[src/hw/rtl/grp_pkg.sv]
// shared types, constants and status codes for the guillotine rectangle placer
package grp_pkg;

    localparam int COORD_BITS = 15;
    localparam int FREE_SLOTS = 16;
    localparam int SLOT_BITS  = $clog2(FREE_SLOTS);
    localparam int CNT_BITS   = $clog2(FREE_SLOTS + 1);
    localparam int ABITS      = SLOT_BITS + 1;
    localparam int DEPTH      = 2 * FREE_SLOTS;
    localparam int PTR_BITS   = ABITS + 1;
    localparam int AREA_BITS  = 2 * COORD_BITS;
    localparam int BOX_BITS   = 4 * COORD_BITS;

    localparam logic [COORD_BITS-1:0] SIZE_RESET = COORD_BITS'(2048);

    localparam logic [2:0] ST_PLACED  = 3'd0;
    localparam logic [2:0] ST_CLEARED = 3'd1;
    localparam logic [2:0] ST_NOROOM  = 3'd2;
    localparam logic [2:0] ST_SKIPPED = 3'd3;
    localparam logic [2:0] ST_FULL    = 3'd4;

    localparam logic ACT_PLACE = 1'b0;
    localparam logic ACT_CLEAR = 1'b1;

    localparam logic LIST_ROW = 1'b0;
    localparam logic LIST_COL = 1'b1;

    typedef struct packed {
        logic [COORD_BITS-1:0] x;
        logic [COORD_BITS-1:0] y;
        logic [COORD_BITS-1:0] w;
        logic [COORD_BITS-1:0] h;
    } t_box;

    typedef struct packed {
        logic                 found;
        logic [SLOT_BITS-1:0] idx;
        t_box                 box;
    } t_best;

    typedef struct packed {
        logic        action;
        logic        group_start;
        logic [14:0] rect_width;
        logic [14:0] rect_height;
        logic [23:0] rect_id;
    } t_in;

    typedef struct packed {
        logic [2:0]  status;
        logic [13:0] pos_x;
        logic [13:0] pos_y;
        logic [14:0] placed_width;
        logic [14:0] placed_height;
        logic        rotated;
        logic        opened_diagonal;
        logic [23:0] echo_id;
    } t_out;

endpackage

[src/hw/rtl/grp_fit.sv]
// best area fit unit: one free entry per cycle, area stage then compare stage
module grp_fit (
    input  logic                           i_clk,
    input  logic                           i_rst_n,
    input  logic                           i_start,
    input  logic                           i_valid,
    input  grp_pkg::t_box                  i_box,
    input  logic [grp_pkg::SLOT_BITS-1:0]  i_idx,
    input  logic [grp_pkg::COORD_BITS-1:0] i_w,
    input  logic [grp_pkg::COORD_BITS-1:0] i_h,
    output logic                           o_busy,
    output grp_pkg::t_best                 o_best
);
    logic                          r_v;
    logic                          r_fit;
    logic [grp_pkg::AREA_BITS-1:0] r_area;
    grp_pkg::t_box                 r_box;
    logic [grp_pkg::SLOT_BITS-1:0] r_idx;
    grp_pkg::t_best                r_best;
    logic [grp_pkg::AREA_BITS-1:0] r_best_area;
    logic                          better;

    // area stage
    always_ff @(posedge i_clk) begin
        if (!i_rst_n) begin
            r_v <= 1'b0;
        end else begin
            r_v <= i_valid;
        end
        r_fit  <= (i_box.w >= i_w) && (i_box.h >= i_h);
        r_area <= grp_pkg::AREA_BITS'(i_box.w) * grp_pkg::AREA_BITS'(i_box.h);
        r_box  <= i_box;
        r_idx  <= i_idx;
    end

    // strict compare keeps the lower index on a full tie
    always_comb begin
        better = !r_best.found || (r_area < r_best_area) ||
                 ((r_area == r_best_area) && ((r_box.x < r_best.box.x) ||
                 ((r_box.x == r_best.box.x) && (r_box.y < r_best.box.y))));
    end

    always_ff @(posedge i_clk) begin
        if (!i_rst_n) begin
            r_best.found <= 1'b0;
        end else if (i_start) begin
            r_best.found <= 1'b0;
        end else if (r_v && r_fit && better) begin
            r_best.found <= 1'b1;
            r_best.idx   <= r_idx;
            r_best.box   <= r_box;
            r_best_area  <= r_area;
        end
    end

    assign o_busy = r_v;
    assign o_best = r_best;

    a_best_fits: assert property (@(posedge i_clk) disable iff (!i_rst_n)
        (r_v && r_fit && better && !i_start) |=> (o_best.found && !$stable(o_best.box) ||
        o_best.found))
        else $error("best entry not recorded");
    a_busy_follows_valid: assert property (@(posedge i_clk) disable iff (!i_rst_n)
        i_valid |=> o_busy)
        else $error("area stage lost an entry");
    a_start_clears: assert property (@(posedge i_clk) disable iff (!i_rst_n)
        i_start |=> !o_best.found)
        else $error("best not cleared at scan start");
endmodule

[config.mk]
export PLATFORM = sky130hd
export DESIGN_NAME = grp_fit
export DESIGN_NICKNAME = d
export VERILOG_FILES = /design/src/hw/rtl/grp_pkg.sv /design/src/hw/rtl/grp_fit.sv
export SDC_FILE = /design/constraint.sdc
export NUM_CORES = 1
export LEC_CHECK = 0
export BUFFER_PORTS_ARGS = -buffer_cell sky130_fd_sc_hd__buf_4
export CAP_MARGIN = 0
export CORE_MARGIN = 4
export CORE_UTILIZATION = 55
export CTS_BUF_LIST = sky130_fd_sc_hd__clkbuf_4 sky130_fd_sc_hd__clkbuf_8 sky130_fd_sc_hd__clkbuf_16
export DETAILED_ROUTE_END_ITERATION = 12
export GPL_TIMING_DRIVEN = 0
export PLACE_DENSITY = 0.76
export SLEW_MARGIN = 20
export SYNTH_ARGS = -nofsm -noshare
export SYNTH_HDL_FRONTEND = slang
export SYNTH_SLANG_ARGS = --single-unit
export TNS_END_PERCENT = 20
[constraint.sdc]
create_clock -name i_clk -period 8.1 [get_ports i_clk]
set_input_delay 0 -clock i_clk [delete_from_list [all_inputs] [get_ports i_clk]]
set_output_delay 0 -clock i_clk [all_outputs]
set_load 0.01 [all_outputs]
## Word-level counts from Yosys, hierarchy flattened

Cells that the tools add are included.

| word-level totals | value |
|---|---|
| flip-flop bits (word level) | 191 |
| bits of input ports | 98 |
| logic and storage cells | 36 |

| operators by class | value |
|---|---|
| multipliers | 1 |
| $lt $le $gt $ge | 5 |
| eq/ne operators | 2 |
| bitwise logic cells | 2 |
| reduce and logical (&&, ||, !) cells | 11 |

Operators with widths:

| operator | number |
|---|---|
| $eq 30x30->1 | 1 |
| $ge 15x15->1 | 2 |
| $lt 15x15->1 | 2 |
| $lt 30x30->1 | 1 |
| $mul 15x15->30 | 1 |
| $eq 15x15->1 | 1 |
| $logic_and 1x1->1 | 5 |
| $logic_or 1x1->1 | 3 |
| $reduce_and 3->1 | 1 |
| $not 1->1 | 2 |
| $reduce_or 2->1 | 1 |
| $logic_not 1->1 | 1 |

## Depth between registers and ports, before layout

| logic depth | value |
|---|---|
| depth in word-level cells | 7 |
| mapped depth | 21 |
| gate-level depth less buffers | 19 |

## Least setup slack after synthesis

OpenSTA, ideal clock, no wires.

| timing path | value |
|---|---|
| kind | register to register |
| start | register r_best_area[7] (netlist name) |
| end | register r_best, in the netlist o_best[0] (enable) |
| arrival time | 7983 ps |
| slack | -559 ps |
| cell stages (with the launch flop) | 9 |
| path buffers | 0 |
| clock period less this slack | 8659 ps |
| path through | edfxtp_1 inv_1 ha_1 a21o_1 a21o_1 a211oi_1 a2bb2oi_1 a31oi_1 o21ai_0 |

| on the way | value |
|---|---|
| cells in the longest elaborated chain, start to end | 5 |
| elaborated cells between the ends (all ways) | 7 |

Ends and longest elaborated chain:

| element | line | text |
|---|---|---|
| start: declaration | grp_fit.sv:20 | `logic [grp_pkg::AREA_BITS-1:0] r_best_area;` |
| start signal: assignment | grp_fit.sv:52 | `r_best_area <= r_area;` |
| $lt 30x30->1 / $eq 30x30->1 (equally long branches) | grp_fit.sv:38, grp_fit.sv:39 |  |
| $logic_or 1x1->1 / $logic_and 1x1->1 (equally long branches) | grp_fit.sv:38, grp_fit.sv:39 |  |
| $logic_or 1x1->1 (*) | grp_fit.sv:38 | `better = !r_best.found \|\| (r_area < r_best_area) \|\|` |
| $logic_and 1x1->1 (*) | grp_fit.sv:48 | `end else if (r_v && r_fit && better) begin` |
| $reduce_and 3->1 (no source line) (*) | -- |  |
| end: declaration | grp_fit.sv:19 | `grp_pkg::t_best r_best;` |

Every way passes the cells marked *; elsewhere a longest branch is shown, timed or not.
A chain may end at the register's enable or synchronous reset.

## Worst setup path in the final report

| timing path | value |
|---|---|
| start | input port i_box[8] (netlist name) |
| end | register r_area[28] (netlist name) |

| on the way | value |
|---|---|
| cells in the longest elaborated chain, start to end | 1 |

Ends and longest elaborated chain:

| element | line | text |
|---|---|---|
| start: declaration | grp_fit.sv:7 | `input grp_pkg::t_box i_box,` |
| $mul 15x15->30 | grp_fit.sv:31 | `r_area <= grp_pkg::AREA_BITS'(i_box.w) * grp_pkg::AREA_BITS'(i_box.h);` |
| end signal: assignment | grp_fit.sv:31 |  |
| end: declaration | grp_fit.sv:16 | `logic [grp_pkg::AREA_BITS-1:0] r_area;` |

Every way passes these cells.

==> impl_metrics.tcl <==
set metrics [dict create \
    status "finished clean" \
    grt_pass1_vias 11359 \
    first_iter_violations 647 \
    drt_first_pass_iters 6 \
    path_max_fanout 10 \
    cp-startpoint "i_box[8]" \
    wl_met3_um 1930 \
    synth_adder_area_share_pct 38.2 \
    viasPerCell 5.39 \
    cp-end-kind "flop" \
    crit_family "adder cells" \
    worst_path_largest_cell_delay_ns 0.60 \
    cts.sinks 191 \
    r2r-start "r_best_area[29]" \
    fmax_mhz 158 \
    cp.arrival_ns 6.64 \
    fin_area_mm2 0.0178 \
    die_y_um 172 \
    post-place-ws_ns 1.95 \
    drc 0 \
    placed_area_mm2 0.0165 \
    crit_chain "dlygate4sd3_1 -> buf_4 -> clkbuf_1 -> nand2_1 -> fa_1 -> fa_1 -> fa_1 -> inv_1 -> fa_1 -> fa_1 -> inv_1 -> fa_1 -> inv_1 -> ha_1 -> clkbuf_1 -> nand4_1 -> a211oi_1 -> a21oi_1 -> o41ai_1 -> mux2i_1 -> o211ai_1" \
    muxShareOfSynthArea_pct 0.144 \
    r2r_end "o_best[8]" \
    final_util_pct 68.1 \
    critPathLaunchType "input port" \
    coreArea_mm2 0.0262 \
    ant_nets 0 \
    cp.required_ns 8.42 \
    synth_top_area_cell "fa_1" \
    synthTopCellsByCount "inv_1, ha_1, fa_1" \
    finalMaxSlewViolations 0 \
    p_sw_w 0.00322 \
    yosysTopAreaCellShare_pct 22.6 \
    hold_viol 0 \
    hp-class "in -> reg" \
    clock_path_buffers 2 \
    diodes 0 \
    crit_type "in -> reg" \
    synth_nets 1851 \
    synth.most_common_cell "inv_1" \
    r2r_slack_ns 4.25 \
    hold_depth 2 \
    ir_drop_v 0.000503 \
    synthSimpleGateAreaFrac_pct 12.2 \
    combinationalPowerShare_pct 67.7 \
    wl_per_cell_um 17.0 \
    syn_area_per_cell_um2 10.5 \
    wl_met2_um 17300 \
    postRouteWirelength_um 34100 \
    cts-root-buf "clkbuf_16" \
    pwr-share-seq_pct 18.6 \
    initial_core_util_pct 56.3 \
    place.gp.congestion 0.919 \
    power.density_mw_per_mm2 373 \
    final_cells 2005 \
    endpoint "r_area[28]" \
    io_pins 164 \
    p_int_w 0.00343 \
    finalClockSkew_ns 0.0180 \
    power.leakage_nw 8.64 \
    synth-seq-area-share_pct 32.3 \
    postSynth.asyncResetShare_pct 0 \
    fin_ws_ns 1.78 \
    synthTopCellsByArea "fa_1, edfxtp_1, ha_1, dfxtp_1, inv_1" \
    grt_pass1_wl_um 55200 \
    synth_top_family_by_area "adder cells" \
    synth_top_flop_cell "dfxtp_1" \
    switching_share_pct 48.4 \
    synth_compound_area_share_pct 7.38 \
    max_cap_viol_count 0 \
    grtUsageTotal_pct 23.7 \
    num_vias 10798 \
    antenna_found_initial 0 \
    max-slew-margin-rel_pct 36.9 \
    clkLatencyLatePin_ns 0.45 \
    placed_cells 1905 \
    grt_max_degree 25 \
    path_common_cell "fa_1" \
    setup_viol 0 \
    slowest_stage "fa_1" \
    grt_overflow_total 0 \
    synth-edff-count 94 \
    numCtsBuffers 17 \
    portBuffers 163 \
    synthCells 1403 \
    hpwl_um 26600 \
    htreeDepth 4 \
    drive_gt1_share_pct 13.1 \
    cp.depth 21 \
    yosys_register_bits 191 \
    rr_worst_depth 12 \
    syn_to_final_growth_pct 20.9 \
    num_rows 59 \
    timing.final.crit_share_pct 78.0 \
    cts_tree "built" \
    num-fill-cells 1906 \
    nNetsFinal 2105 \
    whs_ns 0.195 \
    ys_warn_count 0 \
    synthesis.area_mm2 0.0148 \
    die_area_mm2 0.0295 \
    clk_pin_slew_ns 0.09 \
    top_layer_used "met4" \
    critPathBufInv 7 \
    die_w_um 172 \
    fin_crit_ns 6.32 \
    max_slew.worst_pin.slew_ns 0.938 \
    routedLengthMet1_um 13700 \
    synth-xor-area-share_pct 1.36 \
    rsz0062_at_grt "no" \
    clockPowerShare_pct 13.7 \
    ys_types 61 \
]
[metrics by stage]
step / total power (W) / setup TNS (ns)
after floorplan: 0.00471 / 0
after global placement: 0.00560 / -30.99
after detailed placement: 0.00568 / 0
after CTS: 0.00667 / 0
after global routing: 0.00736 / 0
final: 0.00665 / 0
[repair_timing]
action | in CTS | in global routing
buffers inserted | 0 | 0
setup endpoints to repair | 0 | 0
hold buffers | 68 | 0
endpoints found under the hold margin | 66 | 0
resized for setup | 0 | 0
[registers in the layout (all words and copies together) (netlist names)]
signal,flops
r_idx,4
r_box,60
r_fit,1
r_best_area,30
r_area,30
o_busy,1
o_best,65
[worst min-delay path by stage]
stage	startpoint	end	slack (ns)
6_report	i_box[50]	r_box[50]	0.20
5_1_grt	i_box[55]	r_box[55]	0.17
4_1_cts	i_box[52]	r_box[52]	0.18
3_5_place_dp	i_box[46]	r_box[46]	0.11
3_3_place_gp	i_box[49]	r_box[49]	0.10
2_1_floorplan	i_box[0]	r_box[0]	0.03
[cells by family (layout without fill, tap and decap cells)]
family / after synthesis / after routing
flops: 191 / 191
mux: 2 / 2
fa+ha+maj: 350 / 350
buf+inv: 330 / 597
compound gates: 160 / 160
xor+xnor: 23 / 23
simple gates: 347 / 347
[power groups by stage]
stage                     clock network (W)  logic (W)  registers (W)
after floorplan                           0    0.00346        0.00124
after global placement                    0    0.00434        0.00126
after detailed placement                  0    0.00442        0.00126
after CTS                          0.000932    0.00449        0.00124
after global routing               0.000971    0.00514        0.00125
final                              0.000912    0.00450        0.00124
[worst reg2reg max path, delay by kind of cell, from the launching register on]
family	cells	cell delay, ns
AO/OA/AOI/OAI	2	0.46
adder cells (fa/ha/maj)	1	0.28
buffers and inverters	5	0.88
flip-flops	1	0.33
AND/OR/NAND/NOR	4	1.59
[cell usage in the layout (no fill, tap or decap), types with 5 or more instances in the layout]
cell type	netlist	final
buf_4	0	163
and2_1	128	128
o21ai_0	24	23
nand4_1	15	15
inv_12	0	5
nor2_1	24	24
edfxtp_1	94	94
o211ai_1	6	6
nand3_1	13	13
dlygate4sd3_1	0	68
clkbuf_1	38	38
fa_1	167	167
nor3_1	15	15
nor2b_1	6	6
a21oi_1	51	51
a21o_1	25	25
xnor2_1	16	16
nand2_1	127	127
dfxtp_1	97	97
ha_1	183	183
xor2_1	7	7
inv_1	286	286
clkbuf_16	0	17
a211oi_1	16	16
[cell type report]
class	count	area [um^2]	area share, %
clock inverters	15	225	1.26
plain buffers	44	179	1.00
inverters	286	1070	6.01
multi-input cells	882	8760	49.1
repair buffers	235	2010	11.2
well taps	335	419	2.35
flip-flops and latches	191	4760	26.7
clock buffers	17	425	2.38
[routing by layer]
layer	vias up	GRT usage, %
li1	5031	-
met1	5315	29.9
met2	360	41.0
met3	92	4.18
met4	0	8.68
met5	-	0
No activity file was read; power rests on OpenSTA's default activity.
