File: src/hw/rtl/grp_ram.sv
// generic single write port ram with registered read
module grp_ram #(
    parameter int WIDTH = 8,
    parameter int DEPTH = 16
) (
    input  logic                     i_clk,
    input  logic                     i_we,
    input  logic [$clog2(DEPTH)-1:0] i_waddr,
    input  logic [WIDTH-1:0]         i_wdata,
    input  logic [$clog2(DEPTH)-1:0] i_raddr,
    output logic [WIDTH-1:0]         o_rdata
);
    logic [WIDTH-1:0] r_mem [DEPTH];
    logic [WIDTH-1:0] r_q;

    always_ff @(posedge i_clk) begin
        if (i_we) begin
            r_mem[i_waddr] <= i_wdata;
        end
        r_q <= r_mem[i_raddr];
    end

    assign o_rdata = r_q;
endmodule

File: config.mk
export PLATFORM = sky130hd
export DESIGN_NAME = grp_ram
export DESIGN_NICKNAME = d
export VERILOG_FILES = /design/src/hw/rtl/grp_ram.sv
export SDC_FILE = /design/constraint.sdc
export NUM_CORES = 1
export LEC_CHECK = 0
export BUFFER_PORTS_ARGS = -buffer_cell sky130_fd_sc_hd__buf_4
export CAP_MARGIN = 0
export CORE_ASPECT_RATIO = 0.9
export CORE_MARGIN = 3
export CORE_UTILIZATION = 60
export CTS_CLUSTER_DIAMETER = 30
export DETAILED_ROUTE_END_ITERATION = 12
export PLACE_DENSITY = 0.78
export SKIP_CTS_REPAIR_TIMING = 1
export SYNTH_ARGS = -nofsm -noshare
export SYNTH_HDL_FRONTEND = slang
export SYNTH_SLANG_ARGS = --single-unit
File: constraint.sdc
create_clock -name i_clk -period 2.5 [get_ports i_clk]
set_clock_uncertainty 0.1 [all_clocks]
set_input_delay 0.25 -clock i_clk [delete_from_list [all_inputs] [get_ports i_clk]]
set_output_delay 0.25 -clock i_clk [all_outputs]
set_load 0.01 [all_outputs]
## Yosys cells after proc, flatten, opt, wreduce, memory -nomap -nowiden

Memories as Yosys holds them, arrays and structs flattened. A register that Yosys moved wholly into a read port is not among the register bits.
Index checks and enable logic that the tools add are counted.

- Register bits: 0
- Bits in writable memories: 128
- Output and inout bits: 8
- Logic and storage cells: 3
- Memories kept: 1

- Muxes and demuxes: 2

Memory list:

| name | depth | width | rd ports | clocked after memory_dff | wr ports | RTL line | source |
|---|---|---|---|---|---|---|---|
| r_mem | 16 | 8 | 1 | 1 | 1 | 13 | `logic [WIDTH-1:0] r_mem [DEPTH];` |

Operators by type and width:

| operator | count |
|---|---|
| $mux 1 | 2 |

## Longest topological paths before layout

Gate-level depths: netlist of the first run.

- Word-level depth: 2
- Gate-level depth with buffers: 5

## Least setup slack after synthesis of the first run

Ideal clock, no wire load.

- Path kind: input-to-reg
- Start point: in i_waddr[2]
- End point: mem r_mem[0][0], enable pin
- Library setup time: 0.383 ns
- Arrival: 1.360 ns
- Required time: 2.017 ns
- Path slack: 0.657 ns
- Stages on the path: 2
- Path buffers: 0
- Cell sequence: or3b_2 -> nor3_1

RTL lines:

| item | RTL line | source |
|---|---|---|
| from (decl) | 8 | `input logic [$clog2(DEPTH)-1:0] i_waddr,` |
| to (decl) | 13 |  |

No word-level cell before the write port.

## Final worst setup path of the first run

- Start point: in i_waddr[2]
- End point: mem r_mem[1][0], enable pin

No word-level cell before the write port.

==> results.toml, run 1 <==
[outcome]
status = "complete, no violations"

[setup_path]
reg2reg_depth = 3
cp-end-kind = "flop"
r2r_slack_ns = 1.07
r2r_start = "r_mem[1][3]$_DFFE_PP_"
crit_path_start_kind = "primary input"
critPathKind = "in -> reg"
crit_required_ns = 2.54
cp_max_fo = 8
cp.arrival_ns = 1.52
r2r_end = "o_rdata[3]$_DFF_P_"

[clock_tree]
clkTransAtPathRegs_ns = 0.06
clk_path_buf_depth = 2
insertion_delay_ns = 0.52
cts_tree = "yes"
cts_sinks = 136
cts_made_buffers = 17
h-tree-depth = 4
cts_root_buffer = "clkbuf_8"

[logic_synthesis]
syn_avg_cell_area_um2 = 22.5
synth_mux_area_frac = 0.150
synth.distinct_cells = 19
synthSimpleGateAreaFrac = 0.0318
syn-cell-area_mm2 = 0.00515
synth_seq_cells = 136
synth_edf_count = 128
syn_nets = 247
synthXorXnorAreaFrac = 0
yosysWarnings = 0
synth_compound_area_frac = 0.0233
async_flop_share = 0
netlist_instances = 229
synth_top_family_by_area = "multiplexers"
synthAdderAreaFrac = 0
ys_seq_area_frac = 0.778
ys.flop_type = "edfxtp_1"

[finish]
drive_above_1_share = 0.294
syn_to_final_growth_pct = 20.5
final_cell_mix = "edfxtp_1 (128), buf_4 (40), mux4_2 (18)"
final_core_util = 0.758
final_cells = 414
nNetsFinal = 304
final_common_cell = "edfxtp_1"
diodes = 0

[global_routing]
grt_pass1_wl_mm = 15.1
grt_max_degree = 33
antenna_found_initial = 0
grt_overflow = 0
grt_util_all_layers = 0.224
grt_pass1_vias = 2455

[power_and_ir_drop]
leakagePower_nw = 2.12
sw_frac_of_total = 0.194
p_comb_frac = 0.048
power.share.sequential = 0.477
internal_power_mw = 4.34
p_per_area_mw_per_mm2 = 867
vdd_drop_max_uv = 635
p_sw_mw = 1.04
pwr-share-clk = 0.476

[routing]
wl_per_cell_um = 24.1
num_vias = 2544
ant_nets = 0
routed_via_density = 6.14
first_pass_iters = 5
routed_wl_mm = 9.96
drtIter0Drc = 277
drc = 0

[sta]
finalCriticalPeriod_ns = 1.47
finalCritPeriodShare = 0.589
slew_violations = 0
grt_setup_unrepaired = "false"
hold_violations = 0
tns_ns = 0
fmax_ghz = 0.679
slew_headroom = 0.428
max_slew.worst_pin.slew_ns = 0.856
finalSetupViolations = 0

[floorplan]
die_width_um = 104
initial_core_util = 0.629
core_area_mm2 = 0.00818
die_area_mm2 = 0.00973
io_pins = 26
die_y_um = 93.9
std_cell_rows = 31

[min_path]
hold_class = "in -> reg"
hold_depth = 3
hp-start = "i_waddr[0]"
min_to = "r_mem[4][2]$_DFFE_PP_"

[placement]
placed_cells = 374
post-dp-hpwl_mm = 5.48
portBuffers = 25
gp_congestion = 0.771

[flow_run]
drv_cap = 0
stage by stage:
step | hold slack, ns | power (mW) | instance area (um^2) | setup WS [ns]
finish | 0.164 | 5.38 | 6200 | 1.03
detailed placement | 0.458 | 2.86 | 5510 | 0.519
global route | 0.153 | 5.55 | 6200 | 0.997
CTS | -0.0889 | 5.41 | 6120 | 1.03
global placement | 0.445 | 2.85 | 5510 | 0.536
floorplan | 0.249 | 2.74 | 5150 | 0.657
power groups by stage:
| stage | Sequential (mW) | Combinational [mW] | Clock (mW) |
|---|---|---|---|
| floorplan | 2.61 | 0.129 | 0 |
| global placement | 2.61 | 0.240 | 0 |
| detailed placement | 2.61 | 0.246 | 0 |
| CTS | 2.56 | 0.250 | 2.60 |
| global route | 2.57 | 0.276 | 2.70 |
| finish | 2.56 | 0.257 | 2.56 |
state kept, by name, indices dropped and copies added, names as in the netlist:
| name | cells |
|---|---|
| o_rdata | 8 |
| r_mem | 128 |
how the worst max path moves through the flow:
stage               start                     to  slack (ns)  cells past startpoint
6_report       i_waddr[2]  r_mem[1][0]$_DFFE_PP_        1.03                      3
5_1_grt        i_waddr[2]  r_mem[1][3]$_DFFE_PP_         1.0                      3
4_1_cts        i_waddr[2]  r_mem[1][3]$_DFFE_PP_        1.03                      3
3_5_place_dp   i_waddr[2]  r_mem[1][0]$_DFFE_PP_        0.52                      3
3_3_place_gp   i_waddr[2]  r_mem[1][0]$_DFFE_PP_        0.54                      3
2_1_floorplan  i_waddr[2]  r_mem[0][0]$_DFFE_PP_        0.66                      2
cell type report:
type	count	area [um^2]
repair buffers	48	380
multi-input cells	83	1060
flip-flops and latches	136	4000
clock buffers	20	445
fillers	435	1980
well taps	115	144
clock inverters	12	174
Yosys cell counts, types with 2 or more instances:
cell type	instances	area share
dfxtp_1	8	0.031
buf_6	3	0.0066
nand2b_1	2	0.0024
nand3b_1	2	0.0029
nor2_1	13	0.0095
a22oi_1	16	0.023
nor3_1	4	0.0039
mux4_1	14	0.071
nand2_1	9	0.0066
mux4_2	18	0.079
edfxtp_1	128	0.75
buf_2	3	0.0029
clkdlybuf4s25_2	3	0.0058
routing by layer:
metal  part of all wire  wire (um)  track usage  up-vias
met5                  0          0            0        -
met4              0.018        182       0.0709        0
met3              0.072        715       0.0742       13
met2               0.48       4780        0.331      118
met1               0.43       4280        0.323     1325
li1                   -          -            -     1088
cell families (layout without fill, tap and decap cells):
kind of cell	Yosys count	in the layout
AOI/OAI and AO/OA	16	16
buffers and inverters	10	80
DFF	136	136
muxes	32	32
and+or+nand+nor	35	35
worst max-delay path: stages:
cell and delay [ns]:
buf_4 0.12, or3b_2 0.52, nor2_1 0.62
(Power assumes the default switching activity.)
==> inputs of run 2 (changes only) <==
==> constraint.sdc (replaced) <==
create_clock -name i_clk -period 1.4 [get_ports i_clk]
set_clock_uncertainty 0.1 [all_clocks]
set_input_delay 0.14 -clock i_clk [delete_from_list [all_inputs] [get_ports i_clk]]
set_output_delay 0.14 -clock i_clk [all_outputs]
set_load 0.01 [all_outputs]
==> results.toml, run 2 (synthesized netlist as in run 1, its figures left out) <==
[sta]
finalSetupViolations = 6
max_slew.worst_pin.slew_ns = 0.839
slew_violations = 0
grt_setup_unrepaired = "true"
hold_violations = 0
fmax_ghz = 0.679
setup_slack_ns = -0.0724
finalCriticalPeriod_ns = 1.47
slew_headroom = 0.439
hold_ws_ns = 0.0576
finalCritPeriodShare = 1.05

[placement]
dpl_cell_area_mm2 = 0.00566
portBuffers = 25
post-dp-hpwl_mm = 6.37
gp_congestion = 0.761
placed_cells = 387

[setup_path]
cp_max_fo = 1
crit_required_ns = 1.69
crit_path_start_kind = "flop"
cp.arrival_ns = 1.76
critPathKind = "reg -> reg"
cp-end-kind = "flop"

[power_and_ir_drop]
leakagePower_nw = 2.19
pwr-share-clk = 0.471
power.total_mw = 9.66
sw_frac_of_total = 0.203
vdd_drop_max_uv = 1400
p_comb_frac = 0.054
p_sw_mw = 1.96
power.share.sequential = 0.475
internal_power_mw = 7.71
p_per_area_mw_per_mm2 = 1520

[floorplan]
die_y_um = 93.9
die_width_um = 104
initial_core_util = 0.629
core_area_mm2 = 0.00818
io_pins = 26
std_cell_rows = 31
die_area_mm2 = 0.00973

[clock_tree]
cts_tree = "yes"
h-tree-depth = 4
cts_sinks = 136
clk_path_buf_depth = 2
cts_made_buffers = 17
cts_root_buffer = "clkbuf_8"
insertion_delay_ns = 0.51
clkTransAtPathRegs_ns = 0.06

[flow_run]
drv_cap = 0

[routing]
ant_nets = 0
first_pass_iters = 5
drc = 0
drtIter0Drc = 215
num_vias = 2613
wl_per_cell_um = 24.4
routed_wl_mm = 10.4
routed_via_density = 6.11

[min_path]
hold_class = "in -> reg"

[finish]
final_common_cell = "edfxtp_1"
final_cells = 428
drive_above_1_share = 0.385
finalInstanceArea_mm2 = 0.00637
largest_register_ffs = 128
final_core_util = 0.779
final_cell_mix = "edfxtp_1 (128), buf_4 (50), mux4_2 (23)"
nNetsFinal = 317
syn_to_final_growth_pct = 23.8
regMostFlops = "r_mem"
fillers = 407

[global_routing]
grt_overflow = 0
grt_pass1_vias = 2632
antenna_found_initial = 0
grt_pass1_wl_mm = 15.9
grt_util_all_layers = 0.236
grt_max_degree = 19

[outcome]
violations = "setup timing"
status = "complete, but fails checks"
## run 2: changes by cell type in the layout (fill, tap and decap cells not counted), sizes merged
cell      delta
clkbuf       -3
clkinv       +1
diode        +1
inv          +3
clkinvlp     -1
buf         +13
## run 2: final cells by class
cell class                      instances  area (um^2)  area share
Antenna cell                            1         2.50    0.000393
Clock buffer                           17          414      0.0650
Clock inverter                         15          199      0.0312
Multi-Input combinational cell         83         1100       0.172
Sequential cell                       136         4000       0.628
Tap cell                              115          144      0.0226
Timing Repair Buffer                   61          515      0.0809
## run 2: per-stage QoR
| step | setup TNS [ns] | setup slack (ns) |
|---|---|---|
| 2_1_floorplan | -3.26 | -0.106 |
| 3_3_place_gp | -4.17 | -0.274 |
| 3_5_place_dp | -4.70 | -0.266 |
| 4_1_cts | -0.762 | -0.177 |
| 5_1_grt | -0.403 | -0.0835 |
| 6_report | -0.213 | -0.0724 |
## run 2: path summary, 6_finish.rpt
check	from	end	slack, ns	cells after the start
setup / recovery	r_mem[9][3]$_DFFE_PP_	o_rdata[3]$_DFF_P_	-0.07	3
hold / removal	i_waddr[0]	r_mem[8][5]$_DFFE_PP_	0.06	3
hold reg to reg	r_mem[4][3]$_DFFE_PP_	o_rdata[3]$_DFF_P_	0.60	3
setup reg to reg	r_mem[9][3]$_DFFE_PP_	o_rdata[3]$_DFF_P_	-0.07	3
## run 2: power groups by stage
| stage | sequential [mW] | combinational [mW] | clock (mW) |
|---|---|---|---|
| after floorplan | 4.67 | 0.232 | 0 |
| after CTS | 4.59 | 0.491 | 4.61 |
| after detailed placement | 4.67 | 0.482 | 0 |
| after global placement | 4.66 | 0.467 | 0 |
| final | 4.59 | 0.524 | 4.55 |
| after global routing | 4.59 | 0.559 | 4.81 |
## run 2: per-layer routing
layer  track usage  vias to the layer above  wire, um
li1              -                     1112         -
met1         0.309                     1335      4270
met2         0.364                      145      4970
met3        0.0942                       21       960
met4        0.0886                        0       240
met5             0                        -         0
## run 2: critical path, stage by stage (launching register included)
cell and delay [ns]:
edfxtp_1 0.39, mux4_1 0.51, a22oi_1 0.26, nand2_1 0.09
==> inputs of run 3 (changes only) <==
--- a/config.mk
+++ b/config.mk
@@ -17,3 +17,4 @@
 export SYNTH_ARGS = -nofsm -noshare
 export SYNTH_HDL_FRONTEND = slang
 export SYNTH_SLANG_ARGS = --single-unit
+export TNS_END_PERCENT = 5
==> results.toml, run 3 (synthesized netlist as in run 1, its figures left out) <==
[floorplan]
die_y_um = 93.9
io_pins = 26
die_width_um = 104
core_area_mm2 = 0.00818
die_area_mm2 = 0.00973
std_cell_rows = 31
initial_core_util = 0.629

[sta]
finalCritPeriodShare = 0.974
finalCriticalPeriod_ns = 1.36
finalSetupViolations = 0
slew_violations = 0
tns_ns = 0
max_slew.worst_pin.slew_ns = 0.909
slew_headroom = 0.392
hold_violations = 0
grt_setup_unrepaired = "true"
fmax_ghz = 0.733

[setup_path]
critPathBufInv = 0
critPathSlowestCell = "mux4_2"
crit_cells = 3
cp.arrival_ns = 1.66
cp_cell_sequence = "mux4_2 -> a22oi_2 -> nand2_1"
path_delay_family = "multiplexers"
cp_slowest_stage_delay_ns = 0.48
r2r_end = "o_rdata[1]$_DFF_P_"
crit_path_start_kind = "flop"
reg2reg_depth = 3
critPathKind = "reg -> reg"
crit_required_ns = 1.69
r2r_start = "r_mem[11][1]$_DFFE_PP_"
r2r_slack_ns = 0.04
cp_max_fo = 1
cp-end-kind = "flop"

[clock_tree]
clkTransAtPathRegs_ns = 0.06
cts_sinks = 136
clk_path_buf_depth = 2
cts_made_buffers = 17
h-tree-depth = 4
insertion_delay_ns = 0.51
cts_tree = "yes"
cts_root_buffer = "clkbuf_8"

[routing]
drtIter0Drc = 168
ant_nets = 0
routed_wl_mm = 9.98
first_pass_iters = 4
wl_per_cell_um = 23.4
num_vias = 2517
routed_via_density = 5.89
drc = 0

[flow_run]
drv_cap = 0

[power_and_ir_drop]
leakagePower_nw = 2.15
p_per_area_mw_per_mm2 = 1460
vdd_drop_max_uv = 1130

[global_routing]
antenna_found_initial = 0
grt_overflow = 0
grt_pass1_wl_mm = 15.1
grt_util_all_layers = 0.222
grt_pass1_vias = 2602
grt_max_degree = 18

[placement]
post-dp-hpwl_mm = 6.53
gp_congestion = 0.742
portBuffers = 25

[finish]
drive_above_1_share = 0.388
final_core_util = 0.773
diodes = 0
final_common_cell = "edfxtp_1"
largest_register_ffs = 128
nNetsFinal = 317
regMostFlops = "r_mem"
final_cell_mix = "edfxtp_1 (128), buf_4 (48), mux4_2 (27)"
syn_to_final_growth_pct = 22.9

[min_path]
min_to = "r_mem[4][2]$_DFFE_PP_"
hold_depth = 3
hp-start = "i_waddr[0]"
hold_class = "in -> reg"

[outcome]
status = "complete, no violations"
==> run 3: changes by cell type in the layout (fill, tap and decap cells not counted), sizes merged <==
| cell | change |
|---|---|
| diode | -1 |
| inv | +2 |
| bufinv | -2 |
| clkinv | -2 |
| clkinvlp | +2 |
==> run 3: layout make-up <==
| type | instances | area [um^2] |
|---|---|---|
| flip-flops and latches | 136 | 4000 |
| fillers | 438 | 1860 |
| well taps | 115 | 144 |
| clock inverters | 15 | 148 |
| repair buffers | 61 | 541 |
| multi-input cells | 83 | 1080 |
| clock buffers | 17 | 414 |
==> run 3: metrics by stage <==
step	cells	total power, mW	hold slack [ns]	instance area, um^2	setup slack, ns
floorplan	229	4.90	0.139	5150	-0.106
global placement	387	5.13	0.336	5670	-0.248
detailed placement	387	5.16	0.357	5670	-0.254
CTS	419	9.28	-0.183	6230	-0.0791
global route	427	9.59	0.00681	6330	-0.0172
finish	427	9.27	0.0241	6330	0.0357
==> run 3: routing by layer <==
metal	global-route usage	vias to the layer above	routed length [um]
met5	0	-	0
met4	0.0731	0	127
met3	0.0632	15	634
met2	0.358	95	4960
met1	0.300	1301	4270
li1	-	1106	-
==> run 3: worst register-to-register path, cell delays in order, from the launching register on <==
cell and delay, ns:
edfxtp_1 0.37, mux4_2 0.48, a22oi_2 0.22, nand2_1 0.09
==> run 3: power breakdown <==
part | leakage, nW | switching (mW) | total (mW) | internal (mW)
logic | 0.660 | 0.265 | 0.527 | 0.262
clock network | 0.268 | 1.63 | 4.16 | 2.53
registers | 1.22 | 0.0343 | 4.59 | 4.55
==> run 3: worst max path at each step <==
stage	start	endpoint
floorplan	i_waddr[2]	r_mem[3][0]$_DFFE_PP_
global placement	i_raddr[0]	o_rdata[1]$_DFF_P_
detailed placement	i_raddr[0]	o_rdata[3]$_DFF_P_
CTS	r_mem[1][0]$_DFFE_PP_	o_rdata[0]$_DFF_P_
global route	r_mem[3][2]$_DFFE_PP_	o_rdata[2]$_DFF_P_
finish	r_mem[11][1]$_DFFE_PP_	o_rdata[1]$_DFF_P_
